**src/rtl/tlhw_pkg.sv**
```systemverilog
package tlhw_pkg;

  // default timestamp storage width
  localparam int TIME_WIDTH_DEF = 32;

  // width of the frame clock on the input channel
  localparam int NOW_W = 31;

  // width of the age and counter result fields
  localparam int AGE_W = 32;

  // event codes of an input transaction
  typedef enum logic [1:0] {
    MODE_FRAME     = 2'd0,
    MODE_POLL      = 2'd1,
    MODE_TIMING_RST = 2'd2
  } mode_t;

  // frame sources carried in a frame transaction
  typedef enum logic [2:0] {
    KIND_ATTITUDE    = 3'd0,
    KIND_BATTERY     = 3'd1,
    KIND_GPS         = 3'd2,
    KIND_BARO        = 3'd3,
    KIND_VARIO       = 3'd4,
    KIND_FLIGHT_MODE = 3'd5,
    KIND_LINK_STATS  = 3'd6,
    KIND_OTHER       = 3'd7
  } frame_kind_t;

  // link classification reported by a poll
  typedef enum logic [2:0] {
    ST_NO_RADIO = 3'd0,
    ST_WAITING  = 3'd1,
    ST_OK       = 3'd2,
    ST_DEGRADED = 3'd3,
    ST_LOST     = 3'd4
  } link_status_t;

  // configuration register indexes (byte address is 4 * index)
  typedef enum logic [1:0] {
    REG_LOST_TIMEOUT  = 2'd0,
    REG_STALE_ATT     = 2'd1,
    REG_DEGRADED_QUAL = 2'd2
  } reg_index_t;

  localparam int CFG_ADDR_W = 4;

  // register reset values
  localparam logic [15:0] LOST_TIMEOUT_RST  = 16'd2000;
  localparam logic [15:0] STALE_ATT_RST     = 16'd500;
  localparam logic [7:0]  DEGRADED_QUAL_RST = 8'd50;

endpackage

```
**src/rtl/tlhw_in_if.sv**
```systemverilog
interface tlhw_in_if;
  import tlhw_pkg::*;

  logic             valid;
  logic             ready;
  logic [1:0]       mode;
  logic [2:0]       frame_kind;
  logic             frame_valid;
  logic [7:0]       uplink_quality;
  logic [NOW_W-1:0] now_ms;
  logic             port_open;

  modport source (
    output valid, mode, frame_kind, frame_valid, uplink_quality, now_ms, port_open,
    input  ready
  );

  modport sink (
    input  valid, mode, frame_kind, frame_valid, uplink_quality, now_ms, port_open,
    output ready
  );

endinterface

```
**src/rtl/tlhw_out_if.sv**
```systemverilog
interface tlhw_out_if;
  import tlhw_pkg::*;

  logic                    valid;
  logic                    ready;
  logic                    accepted;
  logic [2:0]              link_status;
  logic                    link_healthy;
  logic [AGE_W-1:0]        lost_count;
  logic signed [AGE_W-1:0] since_frame_ms;
  logic signed [AGE_W-1:0] attitude_age_ms;
  logic signed [AGE_W-1:0] gps_age_ms;
  logic signed [AGE_W-1:0] battery_age_ms;
  logic signed [AGE_W-1:0] flight_mode_age_ms;
  logic signed [AGE_W-1:0] baro_age_ms;
  logic signed [AGE_W-1:0] link_age_ms;

  modport source (
    output valid, accepted, link_status, link_healthy, lost_count, since_frame_ms,
           attitude_age_ms, gps_age_ms, battery_age_ms, flight_mode_age_ms,
           baro_age_ms, link_age_ms,
    input  ready
  );

  modport sink (
    input  valid, accepted, link_status, link_healthy, lost_count, since_frame_ms,
           attitude_age_ms, gps_age_ms, battery_age_ms, flight_mode_age_ms,
           baro_age_ms, link_age_ms,
    output ready
  );

endinterface

```
**src/rtl/telemetry_link_health_watchdog.sv**
```systemverilog
// channel   | role | handshake      | carries
// ----------+------+----------------+------------------------------------------
// in_ch     | sink | valid / ready  | event: frame, status poll or timing reset
// out_ch    | src  | valid / ready  | one result per event: status, ages, count
// apb port  | sink | psel / penable | lost timeout, stale attitude, min quality
//
// Two register stages: an input register, then the result register. The
// event logic between them (timestamp subtracts, a four-way minimum and the
// classification compares) updates the watchdog state and fills the result.
// One transaction is taken every cycle as long as out_ch keeps taking
// results. When out_ch stalls, one event waits in the input register and
// in_ch drops ready. Reset (rst_n, synchronous) clears the valid bits, the
// timestamp seen bits and link state, and resets the config registers.
module telemetry_link_health_watchdog #(
  parameter int TIME_WIDTH = tlhw_pkg::TIME_WIDTH_DEF
) (
  input  logic                            clk,
  input  logic                            rst_n,
  tlhw_in_if.sink                         in_ch,
  tlhw_out_if.source                      out_ch,
  input  logic                            psel,
  input  logic                            penable,
  input  logic                            pwrite,
  input  logic [tlhw_pkg::CFG_ADDR_W-1:0] paddr,
  input  logic [31:0]                     pwdata,
  output logic [31:0]                     prdata,
  output logic                            pready
);
  import tlhw_pkg::*;

  localparam int  NSRC = 7;
  localparam bit  WRAP = (TIME_WIDTH < NOW_W);

  localparam logic [2:0] SRC_ANY  = 3'd0;
  localparam logic [2:0] SRC_ATT  = 3'd1;
  localparam logic [2:0] SRC_GPS  = 3'd2;
  localparam logic [2:0] SRC_BATT = 3'd3;
  localparam logic [2:0] SRC_MODE = 3'd4;
  localparam logic [2:0] SRC_BARO = 3'd5;
  localparam logic [2:0] SRC_LINK = 3'd6;

  // configuration registers
  logic [15:0] lost_timeout_r;
  logic [15:0] stale_att_r;
  logic [7:0]  degraded_qual_r;
  logic        cfg_wr;

  // input register
  logic             s1_valid_r;
  mode_t            s1_mode_r;
  frame_kind_t      s1_kind_r;
  logic             s1_frame_ok_r;
  logic [7:0]       s1_quality_r;
  logic [NOW_W-1:0] s1_now_r;
  logic             s1_port_r;
  logic             s1_adv;
  logic             fire;

  // watchdog state
  logic [TIME_WIDTH-1:0] time_r [NSRC];
  logic [NSRC-1:0]       seen_r;
  logic [NSRC-1:0]       seen_nxt;
  logic [NSRC-1:0]       stamp_en;
  logic                  link_seen_r;
  logic                  link_seen_nxt;
  logic [7:0]            quality_r;
  logic [7:0]            quality_nxt;
  link_status_t          prev_status_r;
  link_status_t          prev_status_nxt;
  logic [AGE_W-1:0]      lost_cnt_r;
  logic [AGE_W-1:0]      lost_cnt_nxt;

  // event logic
  logic [TIME_WIDTH-1:0] now_t;
  logic [TIME_WIDTH-1:0] diff [NSRC];
  logic [AGE_W-1:0]      age_u [NSRC];
  logic [AGE_W-1:0]      age_o [NSRC];
  logic                  newest_found;
  logic [AGE_W-1:0]      newest;
  logic                  link_fresh;
  logic                  att_fresh;
  link_status_t          status;
  logic                  acc;

  // result register
  logic             out_valid_r;
  logic             res_acc_r;
  link_status_t     res_status_r;
  logic             res_healthy_r;
  logic [AGE_W-1:0] res_lost_r;
  logic [AGE_W-1:0] res_age_r [NSRC];

  // apb write and read
  assign pready = 1'b1;
  assign cfg_wr = psel & penable & pwrite & pready;

  always_comb begin
    case (reg_index_t'(paddr[3:2]))
      REG_LOST_TIMEOUT:  prdata = {16'd0, lost_timeout_r};
      REG_STALE_ATT:     prdata = {16'd0, stale_att_r};
      REG_DEGRADED_QUAL: prdata = {24'd0, degraded_qual_r};
      default:           prdata = '0;
    endcase
  end

  always_ff @(posedge clk) begin
    if (!rst_n) begin
      lost_timeout_r  <= LOST_TIMEOUT_RST;
      stale_att_r     <= STALE_ATT_RST;
      degraded_qual_r <= DEGRADED_QUAL_RST;
    end else if (cfg_wr) begin
      case (reg_index_t'(paddr[3:2]))
        REG_LOST_TIMEOUT:  lost_timeout_r  <= pwdata[15:0];
        REG_STALE_ATT:     stale_att_r     <= pwdata[15:0];
        REG_DEGRADED_QUAL: degraded_qual_r <= pwdata[7:0];
        default: ;
      endcase
    end
  end

  // pipeline flow control
  assign s1_adv      = !out_valid_r || out_ch.ready;
  assign in_ch.ready = !s1_valid_r || s1_adv;
  assign fire        = s1_valid_r && s1_adv;

  always_ff @(posedge clk) begin
    if (!rst_n) begin
      s1_valid_r  <= 1'b0;
      out_valid_r <= 1'b0;
    end else begin
      if (in_ch.ready) s1_valid_r <= in_ch.valid;
      if (s1_adv) out_valid_r <= s1_valid_r;
    end
  end

  always_ff @(posedge clk) begin
    if (in_ch.valid && in_ch.ready) begin
      s1_mode_r     <= mode_t'(in_ch.mode);
      s1_kind_r     <= frame_kind_t'(in_ch.frame_kind);
      s1_frame_ok_r <= in_ch.frame_valid;
      s1_quality_r  <= in_ch.uplink_quality;
      s1_now_r      <= in_ch.now_ms;
      s1_port_r     <= in_ch.port_open;
    end
  end

  // ages of every source against the event time
  assign now_t = TIME_WIDTH'(s1_now_r);

  always_comb begin
    for (int i = 0; i < NSRC; i++) begin
      diff[i] = now_t - time_r[i];
      if (!WRAP && (now_t < time_r[i])) diff[i] = '0;
      age_u[i] = AGE_W'(diff[i]);
      age_o[i] = seen_r[i] ? age_u[i] : '1;
    end
  end

  // youngest of attitude, battery, flight mode and gps
  always_comb begin
    newest_found = 1'b0;
    newest       = '0;
    for (int j = 0; j < 4; j++) begin
      logic [2:0] s;
      case (j)
        0:       s = SRC_ATT;
        1:       s = SRC_BATT;
        2:       s = SRC_MODE;
        default: s = SRC_GPS;
      endcase
      if (seen_r[s] && (!newest_found || (age_u[s] < newest))) begin
        newest_found = 1'b1;
        newest       = age_u[s];
      end
    end
  end

  // link classification
  assign link_fresh = link_seen_r && seen_r[SRC_LINK] &&
                      (age_u[SRC_LINK] <= AGE_W'(lost_timeout_r));
  assign att_fresh  = seen_r[SRC_ATT] && (age_u[SRC_ATT] <= AGE_W'(stale_att_r));

  always_comb begin
    if (!s1_port_r) begin
      status = ST_NO_RADIO;
    end else if (!newest_found) begin
      status = ST_WAITING;
    end else if (newest > AGE_W'(lost_timeout_r)) begin
      status = ST_LOST;
    end else if (link_fresh && (quality_r == 8'd0)) begin
      status = ST_LOST;
    end else if ((link_fresh && (quality_r < degraded_qual_r)) || !att_fresh) begin
      status = ST_DEGRADED;
    end else begin
      status = ST_OK;
    end
  end

  // state update for the event in the input register
  always_comb begin
    seen_nxt        = seen_r;
    stamp_en        = '0;
    link_seen_nxt   = link_seen_r;
    quality_nxt     = quality_r;
    prev_status_nxt = prev_status_r;
    lost_cnt_nxt    = lost_cnt_r;
    acc             = 1'b0;
    case (s1_mode_r)
      MODE_FRAME: begin
        stamp_en[SRC_ANY] = 1'b1;
        if (s1_frame_ok_r) begin
          acc = 1'b1;
          case (s1_kind_r)
            KIND_ATTITUDE:    stamp_en[SRC_ATT]  = 1'b1;
            KIND_BATTERY:     stamp_en[SRC_BATT] = 1'b1;
            KIND_GPS:         stamp_en[SRC_GPS]  = 1'b1;
            KIND_BARO:        stamp_en[SRC_BARO] = 1'b1;
            KIND_VARIO:       ;
            KIND_FLIGHT_MODE: stamp_en[SRC_MODE] = 1'b1;
            KIND_LINK_STATS: begin
              stamp_en[SRC_LINK] = 1'b1;
              link_seen_nxt      = 1'b1;
              quality_nxt        = s1_quality_r;
            end
            default: acc = 1'b0;
          endcase
        end
        seen_nxt = seen_r | stamp_en;
      end
      MODE_POLL: begin
        prev_status_nxt = status;
        if (((prev_status_r == ST_OK) || (prev_status_r == ST_DEGRADED)) &&
            (status == ST_LOST)) begin
          lost_cnt_nxt = lost_cnt_r + AGE_W'(1);
        end
      end
      MODE_TIMING_RST: seen_nxt = '0;
      default: ;
    endcase
  end

  always_ff @(posedge clk) begin
    if (!rst_n) begin
      seen_r        <= '0;
      link_seen_r   <= 1'b0;
      quality_r     <= '0;
      prev_status_r <= ST_NO_RADIO;
      lost_cnt_r    <= '0;
    end else if (fire) begin
      seen_r        <= seen_nxt;
      link_seen_r   <= link_seen_nxt;
      quality_r     <= quality_nxt;
      prev_status_r <= prev_status_nxt;
      lost_cnt_r    <= lost_cnt_nxt;
    end
  end

  // timestamp store
  always_ff @(posedge clk) begin
    for (int k = 0; k < NSRC; k++) begin
      if (fire && stamp_en[k]) time_r[k] <= now_t;
    end
  end

  // result register
  always_ff @(posedge clk) begin
    if (s1_adv) begin
      res_acc_r  <= acc;
      res_lost_r <= lost_cnt_nxt;
      if (s1_mode_r == MODE_POLL) begin
        res_status_r  <= status;
        res_healthy_r <= (status == ST_OK) || (status == ST_DEGRADED);
        for (int k = 0; k < NSRC; k++) res_age_r[k] <= age_o[k];
      end else begin
        res_status_r  <= ST_NO_RADIO;
        res_healthy_r <= 1'b0;
        for (int k = 0; k < NSRC; k++) res_age_r[k] <= '0;
      end
    end
  end

  assign out_ch.valid              = out_valid_r;
  assign out_ch.accepted           = res_acc_r;
  assign out_ch.link_status        = res_status_r;
  assign out_ch.link_healthy       = res_healthy_r;
  assign out_ch.lost_count         = res_lost_r;
  assign out_ch.since_frame_ms     = res_age_r[SRC_ANY];
  assign out_ch.attitude_age_ms    = res_age_r[SRC_ATT];
  assign out_ch.gps_age_ms         = res_age_r[SRC_GPS];
  assign out_ch.battery_age_ms     = res_age_r[SRC_BATT];
  assign out_ch.flight_mode_age_ms = res_age_r[SRC_MODE];
  assign out_ch.baro_age_ms        = res_age_r[SRC_BARO];
  assign out_ch.link_age_ms        = res_age_r[SRC_LINK];

endmodule
```
**src/flat_wrapper.sv**
```systemverilog
// flat-port wrapper written by rule: the top's interface ports become plain ports
module telemetry_link_health_watchdog_flat import tlhw_pkg::*;
#(
  parameter int TIME_WIDTH = tlhw_pkg::TIME_WIDTH_DEF
)
  (clk, rst_n, psel, penable, pwrite, paddr, pwdata, prdata, pready, in_ch_valid, in_ch_mode, in_ch_frame_kind, in_ch_frame_valid, in_ch_uplink_quality, in_ch_now_ms, in_ch_port_open, in_ch_ready, out_ch_valid, out_ch_accepted, out_ch_link_status, out_ch_link_healthy, out_ch_lost_count, out_ch_since_frame_ms, out_ch_attitude_age_ms, out_ch_gps_age_ms, out_ch_battery_age_ms, out_ch_flight_mode_age_ms, out_ch_baro_age_ms, out_ch_link_age_ms, out_ch_ready);
  tlhw_in_if in_ch_i ();
  tlhw_out_if out_ch_i ();
  input  logic clk;
  input  logic rst_n;
  input  logic psel;
  input  logic penable;
  input  logic pwrite;
  input  logic [tlhw_pkg::CFG_ADDR_W-1:0] paddr;
  input  logic [31:0] pwdata;
  output logic [31:0] prdata;
  output logic pready;
  input wire logic [$bits(in_ch_i.valid)-1:0] in_ch_valid;
  input wire logic [$bits(in_ch_i.mode)-1:0] in_ch_mode;
  input wire logic [$bits(in_ch_i.frame_kind)-1:0] in_ch_frame_kind;
  input wire logic [$bits(in_ch_i.frame_valid)-1:0] in_ch_frame_valid;
  input wire logic [$bits(in_ch_i.uplink_quality)-1:0] in_ch_uplink_quality;
  input wire logic [$bits(in_ch_i.now_ms)-1:0] in_ch_now_ms;
  input wire logic [$bits(in_ch_i.port_open)-1:0] in_ch_port_open;
  output wire logic [$bits(in_ch_i.ready)-1:0] in_ch_ready;
  output wire logic [$bits(out_ch_i.valid)-1:0] out_ch_valid;
  output wire logic [$bits(out_ch_i.accepted)-1:0] out_ch_accepted;
  output wire logic [$bits(out_ch_i.link_status)-1:0] out_ch_link_status;
  output wire logic [$bits(out_ch_i.link_healthy)-1:0] out_ch_link_healthy;
  output wire logic [$bits(out_ch_i.lost_count)-1:0] out_ch_lost_count;
  output wire logic [$bits(out_ch_i.since_frame_ms)-1:0] out_ch_since_frame_ms;
  output wire logic [$bits(out_ch_i.attitude_age_ms)-1:0] out_ch_attitude_age_ms;
  output wire logic [$bits(out_ch_i.gps_age_ms)-1:0] out_ch_gps_age_ms;
  output wire logic [$bits(out_ch_i.battery_age_ms)-1:0] out_ch_battery_age_ms;
  output wire logic [$bits(out_ch_i.flight_mode_age_ms)-1:0] out_ch_flight_mode_age_ms;
  output wire logic [$bits(out_ch_i.baro_age_ms)-1:0] out_ch_baro_age_ms;
  output wire logic [$bits(out_ch_i.link_age_ms)-1:0] out_ch_link_age_ms;
  input wire logic [$bits(out_ch_i.ready)-1:0] out_ch_ready;
  assign in_ch_i.valid = in_ch_valid;
  assign in_ch_i.mode = in_ch_mode;
  assign in_ch_i.frame_kind = in_ch_frame_kind;
  assign in_ch_i.frame_valid = in_ch_frame_valid;
  assign in_ch_i.uplink_quality = in_ch_uplink_quality;
  assign in_ch_i.now_ms = in_ch_now_ms;
  assign in_ch_i.port_open = in_ch_port_open;
  assign in_ch_ready = in_ch_i.ready;
  assign out_ch_valid = out_ch_i.valid;
  assign out_ch_accepted = out_ch_i.accepted;
  assign out_ch_link_status = out_ch_i.link_status;
  assign out_ch_link_healthy = out_ch_i.link_healthy;
  assign out_ch_lost_count = out_ch_i.lost_count;
  assign out_ch_since_frame_ms = out_ch_i.since_frame_ms;
  assign out_ch_attitude_age_ms = out_ch_i.attitude_age_ms;
  assign out_ch_gps_age_ms = out_ch_i.gps_age_ms;
  assign out_ch_battery_age_ms = out_ch_i.battery_age_ms;
  assign out_ch_flight_mode_age_ms = out_ch_i.flight_mode_age_ms;
  assign out_ch_baro_age_ms = out_ch_i.baro_age_ms;
  assign out_ch_link_age_ms = out_ch_i.link_age_ms;
  assign out_ch_i.ready = out_ch_ready;
  telemetry_link_health_watchdog #(.TIME_WIDTH(TIME_WIDTH)) u_core (.clk(clk), .rst_n(rst_n), .in_ch(in_ch_i), .out_ch(out_ch_i), .psel(psel), .penable(penable), .pwrite(pwrite), .paddr(paddr), .pwdata(pwdata), .prdata(prdata), .pready(pready));
endmodule
```
**config.mk**
```make
export PLATFORM = sky130hd
export DESIGN_NAME = telemetry_link_health_watchdog_flat
export DESIGN_NICKNAME = d
export VERILOG_FILES = /design/src/rtl/tlhw_pkg.sv /design/src/rtl/tlhw_in_if.sv /design/src/rtl/tlhw_out_if.sv /design/src/rtl/telemetry_link_health_watchdog.sv /design/src/flat_wrapper.sv
export SDC_FILE = /design/constraint.sdc
export NUM_CORES = 2
export LEC_CHECK = 0
export ABC_AREA = 0
export BUFFER_PORTS_ARGS = -buffer_cell sky130_fd_sc_hd__buf_2
export CORE_MARGIN = 8
export CORE_UTILIZATION = 50
export DETAILED_ROUTE_END_ITERATION = 12
export PLACE_DENSITY = 0.77
export SLEW_MARGIN = 20
export SYNTH_ARGS = -nofsm -noshare
export SYNTH_HDL_FRONTEND = slang
export SYNTH_SLANG_ARGS = --single-unit
```
**constraint.sdc**
```tcl
create_clock -name clk -period 34.8 [get_ports clk]
set_input_delay 3.48 -clock clk [delete_from_list [all_inputs] [get_ports clk]]
set_output_delay 3.48 -clock clk [all_outputs]
set_load 0.05 [all_outputs]
```
# Word-level counts from Yosys, hierarchy flattened
# Memory sizes are Yosys's and may differ from the RTL's.
# Cells that the tools add are included.
# classes
n_addsub,8
magnitude_cmp,14
eq_ne,15
muxes,83
bitwise_logic,10
n_reduce_logical,50
# ops
operator,count
$mux 32,27
$lt 31x32->1,7
$sub 31x32->32,7
$mux 31,5
$reduce_or 31->1,5
$lt 32x32->1,3
$le 32x16->1,2
$pmux 16 s3,1
$mux 1,37
$add 32x1->32 const B,1
$gt 32x16->1,1
$mux 3,9
$eq 3x2->1 const B,6
$logic_and 1x1->1,18
$pmux 7 s2,1
$eq 3x3->1 const B,4
$mux 6,2
$reduce_and 2->1,6
$logic_not 8->1,1
$logic_or 1x1->1,8
$lt 8x8->1,1
$mux 7,1
$or 1x1->1,7
$or 7x7->7,1
other kinds (10),19
# word_totals
regBits,176
ram_bits,441
inputBits,89
output_inout_bits,296
word_cells,202
n_memories,2
# memory_table
memory,words,width,read_ports,rd_ports_with_merged_regs,wr,line,text
u_core.res_age_r,7,32,7,0,7,telemetry_link_health_watchdog.sv:91,logic [AGE_W-1:0] res_age_r [NSRC];
u_core.time_r,7,31,7,0,2,telemetry_link_health_watchdog.sv:60,logic [TIME_WIDTH-1:0] time_r [NSRC];

# Depth between registers and ports, before layout
# An unclocked memory read counts as a cell.
# logic_depth
word_depth,24
depth_mapped,74
mapped_depth_nobuf,66

# Least setup slack after synthesis
# No wires, ideal clock.
# synth_path
path_type,register to register
startpoint,reg u_core.s1_now_r[0]
endpoint,"reg u_core.res_lost_r[1], in the netlist u_core.out_ch.lost_count[1] (data pin)"
setup_ns,0.262
arrival_time_ns,13.716
required_ns,34.538
setup_slack_ns,20.822
stages_incl_launch_ff,74
path_buffers,12
synth_period_minus_slack_ns,13.978
path_cell_list,edfxtp_1 -> inv_1 -> ha_1 -> inv_1 -> fa_1 -> a211oi_1 -> nor2_1 -> o2111a_1 -> o211ai_1 -> a2111o_1 -> nand2_1 -> clkbuf_1 -> clkbuf_1 -> nand2_1 -> inv_1 -> ha_1 -> a21o_1 -> a31oi_1 -> [... 38 more ...] -> mux2i_1 -> ha_1 -> o21a_1 -> o21a_1 -> o21a_1 -> o21a_1 -> o21a_1 -> o21ai_0 -> nand2b_1 -> a21oi_1 -> a21oi_1 -> a31oi_1 -> or4b_4 -> o21ai_2 -> buf_6 -> buf_6 -> nor2_1 -> mux2_1
# synth_between
elab_chain_cells,23
elab_cells_between_ends,51
classes_between,add/sub (5); order compare (11); eq/ne (1); mux (19); reduce/logical (15)
# synth_lines
element,line,text
"start, declared",telemetry_link_health_watchdog.sv:54,logic [NOW_W-1:0] s1_now_r;
"start signal, assigned",telemetry_link_health_watchdog.sv:142,s1_now_r <= in_ch.now_ms;
$sub 31x32->32 or $lt 31x32->1 (tied branches),"telemetry_link_health_watchdog.sv:152, telemetry_link_health_watchdog.sv:153",
$mux 32,telemetry_link_health_watchdog.sv:153,if (!WRAP && (now_t < time_r[i])) diff[i] = '0;
$mux 32,telemetry_link_health_watchdog.sv:171,if (seen_r[s] && (!newest_found || (age_u[s] < newest))) begin
$lt 32x32->1,telemetry_link_health_watchdog.sv:171,
$logic_or 1x1->1,telemetry_link_health_watchdog.sv:171,
$logic_and 1x1->1,telemetry_link_health_watchdog.sv:171,
$mux 32 or $mux 1 (tied branches),telemetry_link_health_watchdog.sv:171,
$lt 32x32->1 or $logic_not 1->1 (tied branches),telemetry_link_health_watchdog.sv:171,
[... 8 more ...],n/a,
$mux 3,telemetry_link_health_watchdog.sv:188,end else if (newest > AGE_W'(lost_timeout_r)) begin
$mux 3 *,telemetry_link_health_watchdog.sv:186,end else if (!newest_found) begin
$mux 3 *,telemetry_link_health_watchdog.sv:184,if (!s1_port_r) begin
$eq 3x3->1 *,telemetry_link_health_watchdog.sv:233,(status == ST_LOST)) begin
$logic_and 1x1->1 *,telemetry_link_health_watchdog.sv:232,if (((prev_status_r == ST_OK) || (prev_status_r == ST_DEGRADED)) &&
$mux 32 *,telemetry_link_health_watchdog.sv:232,
$mux 32 *,telemetry_link_health_watchdog.sv:208,case (s1_mode_r)
named net u_core.lost_cnt_nxt[1],telemetry_link_health_watchdog.sv:71,logic [AGE_W-1:0] lost_cnt_nxt;
"end signal, assigned",telemetry_link_health_watchdog.sv:269,res_lost_r <= lost_cnt_nxt;
"end, declared",telemetry_link_health_watchdog.sv:90,logic [AGE_W-1:0] res_lost_r;
# Mark *: on every way through the listed nets, which the timed path passes. The rest lies on a longest branch.
# A chain may end at the register's enable or synchronous reset.

# Worst setup path after layout
# Ends and elaborated chain as after synthesis.

==> summary.txt <==
Power
  – Sw Pwr: 602 uW
  – Final Total Pwr: 1990 uW
  – Net Sw Frac: 0.303
  – LEAKAGE: 0.0200 uW
  – Gate power share: 0.191
  – Seq pwr share: 0.410
  – Power per Cell Area: 44.8 mW/mm^2
  – Internal Power: 1390 uW
  – Clk pwr share: 0.400
  – Peak supply drop: 0.0316 mV

Critical path
  – Most common cell on crit path: o21a_1
  – CP Capture Type: flip-flop
  – CP max stage delay: 0.79 ns
  – Worst path slowest cell: a31oi_1
  – Worst EP required: 35.15 ns
  – CP arrival: 19.65 ns
  – Worst Setup Start Kind: flip-flop
  – Critical Setup Path Class: reg2reg
  – Max FO, Critical Path: 73

Place
  – Post-DP HPWL: 94700 um
  – Post-DP Area: 0.0420 mm^2
  – I/O Buffers: 349
  – Gpl congestion: 1.02

Timing
  – Max_slew headroom: 0.213
  – Endpoints failing hold: 0
  – Final min period: 19.29 ns
  – Fin crit share: 0.554
  – Fin Clk Skew: 0.0186 ns
  – Slew @ Worst Pin: 1.17 ns
  – RSZ-0062 raised after global routing: false
  – Total negative slack: 0 ns
  – Final setup viols: 0
  – Fmax: 51.8 MHz
  – Pins Over Slew Limit: 0

Layout
  – Layout cells sized above 1: 0.135
  – Post-route cell area: 0.0445 mm^2
  – # fillers: 6867
  – Nets: 5012
  – Synth-to-Final Area Change: 14.1%

Outcome
  – Outcome: completed

Yosys
  – Post-synthesis xor/xnor area fraction: 0.0416
  – EDFF count, synth: 364
  – Syn. warnings: 0
  – Post-synthesis adder-cell area fraction: 0.121
  – Post-synthesis compound-gate area fraction: 0.206
  – Multiplexer share of the synthesized area: 0.0198
  – Count of state elements after synthesis: 616
  – Mapped cell area: 0.0390 mm^2
  – Simple-gate share of the synthesized area: 0.146
  – Top cell type's share of synthesized area: 0.281
  – Post-Syn Area per Cell: 9.25 um^2
  – Register area share after synthesis: 0.410
  – Post-synthesis cell count: 4212
  – Netlist cell types: 87
  – Synth area leaders: edfxtp_1 28%, dfxtp_1 13%, ha_1 12%, a21oi_1 4.0%, nand2_1 3.9%
  – Main combinational cell family by area after synthesis: compound AO/OA/AOI/OAI gates
  – Ys flop type: edfxtp_1
  – Post-synth top area cell: edfxtp_1
  – Post-synth ARST share: 0

Die
  – Die H: 295 um
  – Row count: 102
  – DIE WIDTH: 295 um
  – Full die area: 0.0871 mm^2
  – Ports: 385
  – Core Region: 0.0773 mm^2
  – Initial core utilization: 0.504

Job
  – Max-cap violations: 0

CTS
  – CTS Buffer Depth: 3
  – Cts bufs inserted: 72
  – Clk root buf: clkbuf_16
  – Worst-path clk slew: 0.06 ns
  – Post-CTS sizing: 0
  – CTS tree: yes
  – Clock sinks: 616
  – H-tree depth: 3
  – Later-pin clock latency in the skew report: 0.62 ns
  – Setup Buffers After CTS: 0
  – # hold bufs at CTS: 0

GRT
  – Initial antenna violation count: 4
  – Vias in the first global route: 31149
  – GR Overflow Total: 0
  – Total global-route track usage: 0.281
  – Largest net degree at the start of global routing: 109
  – First-pass GRT wire length: 188000 um

Detailed routing
  – WL/cell: 22.5 um
  – Residual DRC: 0
  – TritonRoute pass-1 iters: 8
  – Vias per inst: 5.92
  – Drt initial violations: 3241
  – Routed Wire Length: 127000 um
  – Via count: 33461
  – Post-DRT Antenna Nets: 0

Worst hold path
  – Worst hold-check path type: reg2reg
==> path summary, 6_finish.rpt <==
path / cells past startpoint / end / startpoint / slack (ns)
setup reg to reg: 63 / u_core.out_ch.lost_count[1] / u_core.s1_now_r[0] / 15.51
hold / removal: 2 / u_core.res_age_r[0][16] / u_core.res_age_r[0][16] / 0.44
setup / recovery: 63 / u_core.out_ch.lost_count[1] / u_core.s1_now_r[0] / 15.51
hold reg to reg: 2 / u_core.res_age_r[0][16] / u_core.res_age_r[0][16] / 0.44
==> per-layer routing <==
| metal | global-route usage | part of all wire |
|---|---|---|
| met2 | 0.443 | 0.44 |
| met1 | 0.381 | 0.42 |
| met3 | 0.0433 | 0.083 |
| met4 | 0.127 | 0.052 |
| met5 | 0 | 0.000095 |
==> cells by family after synthesis <==
kind of cell    Yosys count
flops                   616
simple gates           1204
xor+xnor                185
mux                      75
compound gates         1218
fa+ha+maj               373
buf+inv                 539
other cells               2
==> through the flow <==
| stage | hold slack [ns] | std cells | setup WS, ns | util |
|---|---|---|---|---|
| global placement | 0.425 | 5515 | 16.04 | 0.542 |
| finish | 0.443 | 5649 | 15.51 | 0.575 |
| detailed placement | 0.433 | 5515 | 16.03 | 0.542 |
| global route | 0.459 | 5648 | 14.95 | 0.575 |
| CTS | 0.442 | 5646 | 15.92 | 0.575 |
| floorplan | 0.440 | 4227 | 20.82 | - |
==> power groups by stage <==
stage | clock [uW] | combinational, uW | sequential (uW)
finish | 795 | 379 | 816
global route | 836 | 405 | 818
CTS | 808 | 375 | 815
detailed placement | 0 | 373 | 830
global placement | 0 | 369 | 830
floorplan | 0 | 182 | 910
==> area by class of cell <==
type | instances | area (um^2) | share of cell area
Clock buffer | 97 | 2090 | 0.0471
Sequential cell | 616 | 16000 | 0.359
Timing Repair Buffer | 427 | 2340 | 0.0527
Tap cell | 1040 | 1300 | 0.0293
Multi-Input combinational cell | 3072 | 21000 | 0.472
Clock inverter | 34 | 392 | 0.00881
Inverter | 361 | 1360 | 0.0305
Antenna cell | 2 | 5.00 | 0.000113
==> Yosys cell counts (all sizes together) (8+ instances only) <==
master,instances
dfxtp,252
o211ai,56
or3,38
nand2b,58
nor3,97
nand3,65
a21oi,315
o31a,11
clkbuf,142
inv,359
a21o,159
mux2i,60
o2111ai,10
and2,50
nand2,408
a211o,17
o31ai,53
mux2,15
nand3b,8
a21boi,9
or2,22
o41ai,12
nor2b,35
a2111oi,15
or4,19
a31oi,27
o21ai,241
xnor2,90
xor2,95
a311oi,10
nor2,285
ha,366
buf,36
o21a,94
a221o,27
a211oi,73
edfxtp,364
and3,29
nor4,15
nand4,48
o21bai,22
==> worst max-delay path: cells and delay by family, from the launching register on <==
kind                     cells  cell delay, ns
buffers and inverters        5            1.89
adder cells (fa/ha/maj)      6            2.24
flip-flops                   1            0.71
AO/OA/AOI/OAI               33            8.89
AND/OR/NAND/NOR             18            4.82
multiplexers                 1            0.35
==> state kept, by name (all words and copies together), names as in the netlist <==
signal                      count
u_core.degraded_qual_r          8
u_core.link_seen_r              1
u_core.lost_cnt_r              32
u_core.lost_timeout_r          16
u_core.out_ch.accepted          1
u_core.out_ch.link_healthy      1
u_core.out_ch.link_status       3
u_core.out_ch.lost_count       32
u_core.out_ch.valid             1
u_core.prev_status_r            2
u_core.quality_r                8
u_core.res_age_r              224
u_core.s1_frame_ok_r            1
u_core.s1_kind_r                3
u_core.s1_mode_r                2
u_core.s1_now_r                31
u_core.s1_port_r                1
u_core.s1_quality_r             8
u_core.s1_valid_r               1
u_core.seen_r                   7
u_core.stale_att_r             16
u_core.time_r                 217
==> placed cells by master (no fill, tap or decap), types with 12 or more instances in the layout <==
master / n
nor2b_1: 33
nor3_1: 93
a221o_1: 27
and3_1: 29
conb_1: 17
a21o_1: 159
o41ai_1: 12
mux2i_1: 60
or4_1: 19
o31ai_1: 52
ha_1: 366
buf_2: 349
clkbuf_16: 78
a31oi_1: 27
xnor2_1: 90
inv_1: 357
o21a_1: 94
mux2_2: 14
o21bai_1: 22
nand3_1: 65
a21oi_1: 314
a2111oi_0: 15
nand2_1: 408
a211o_1: 17
nor2_1: 278
nand2b_1: 57
edfxtp_1: 364
buf_4: 77
o21ai_0: 237
a211oi_1: 73
and2_1: 49
dfxtp_1: 251
or2_2: 22
o211ai_1: 55
xor2_1: 95
nand4_1: 48
or3_1: 38
nor4_1: 15
Note: power is estimated with default switching activity, not from simulation.
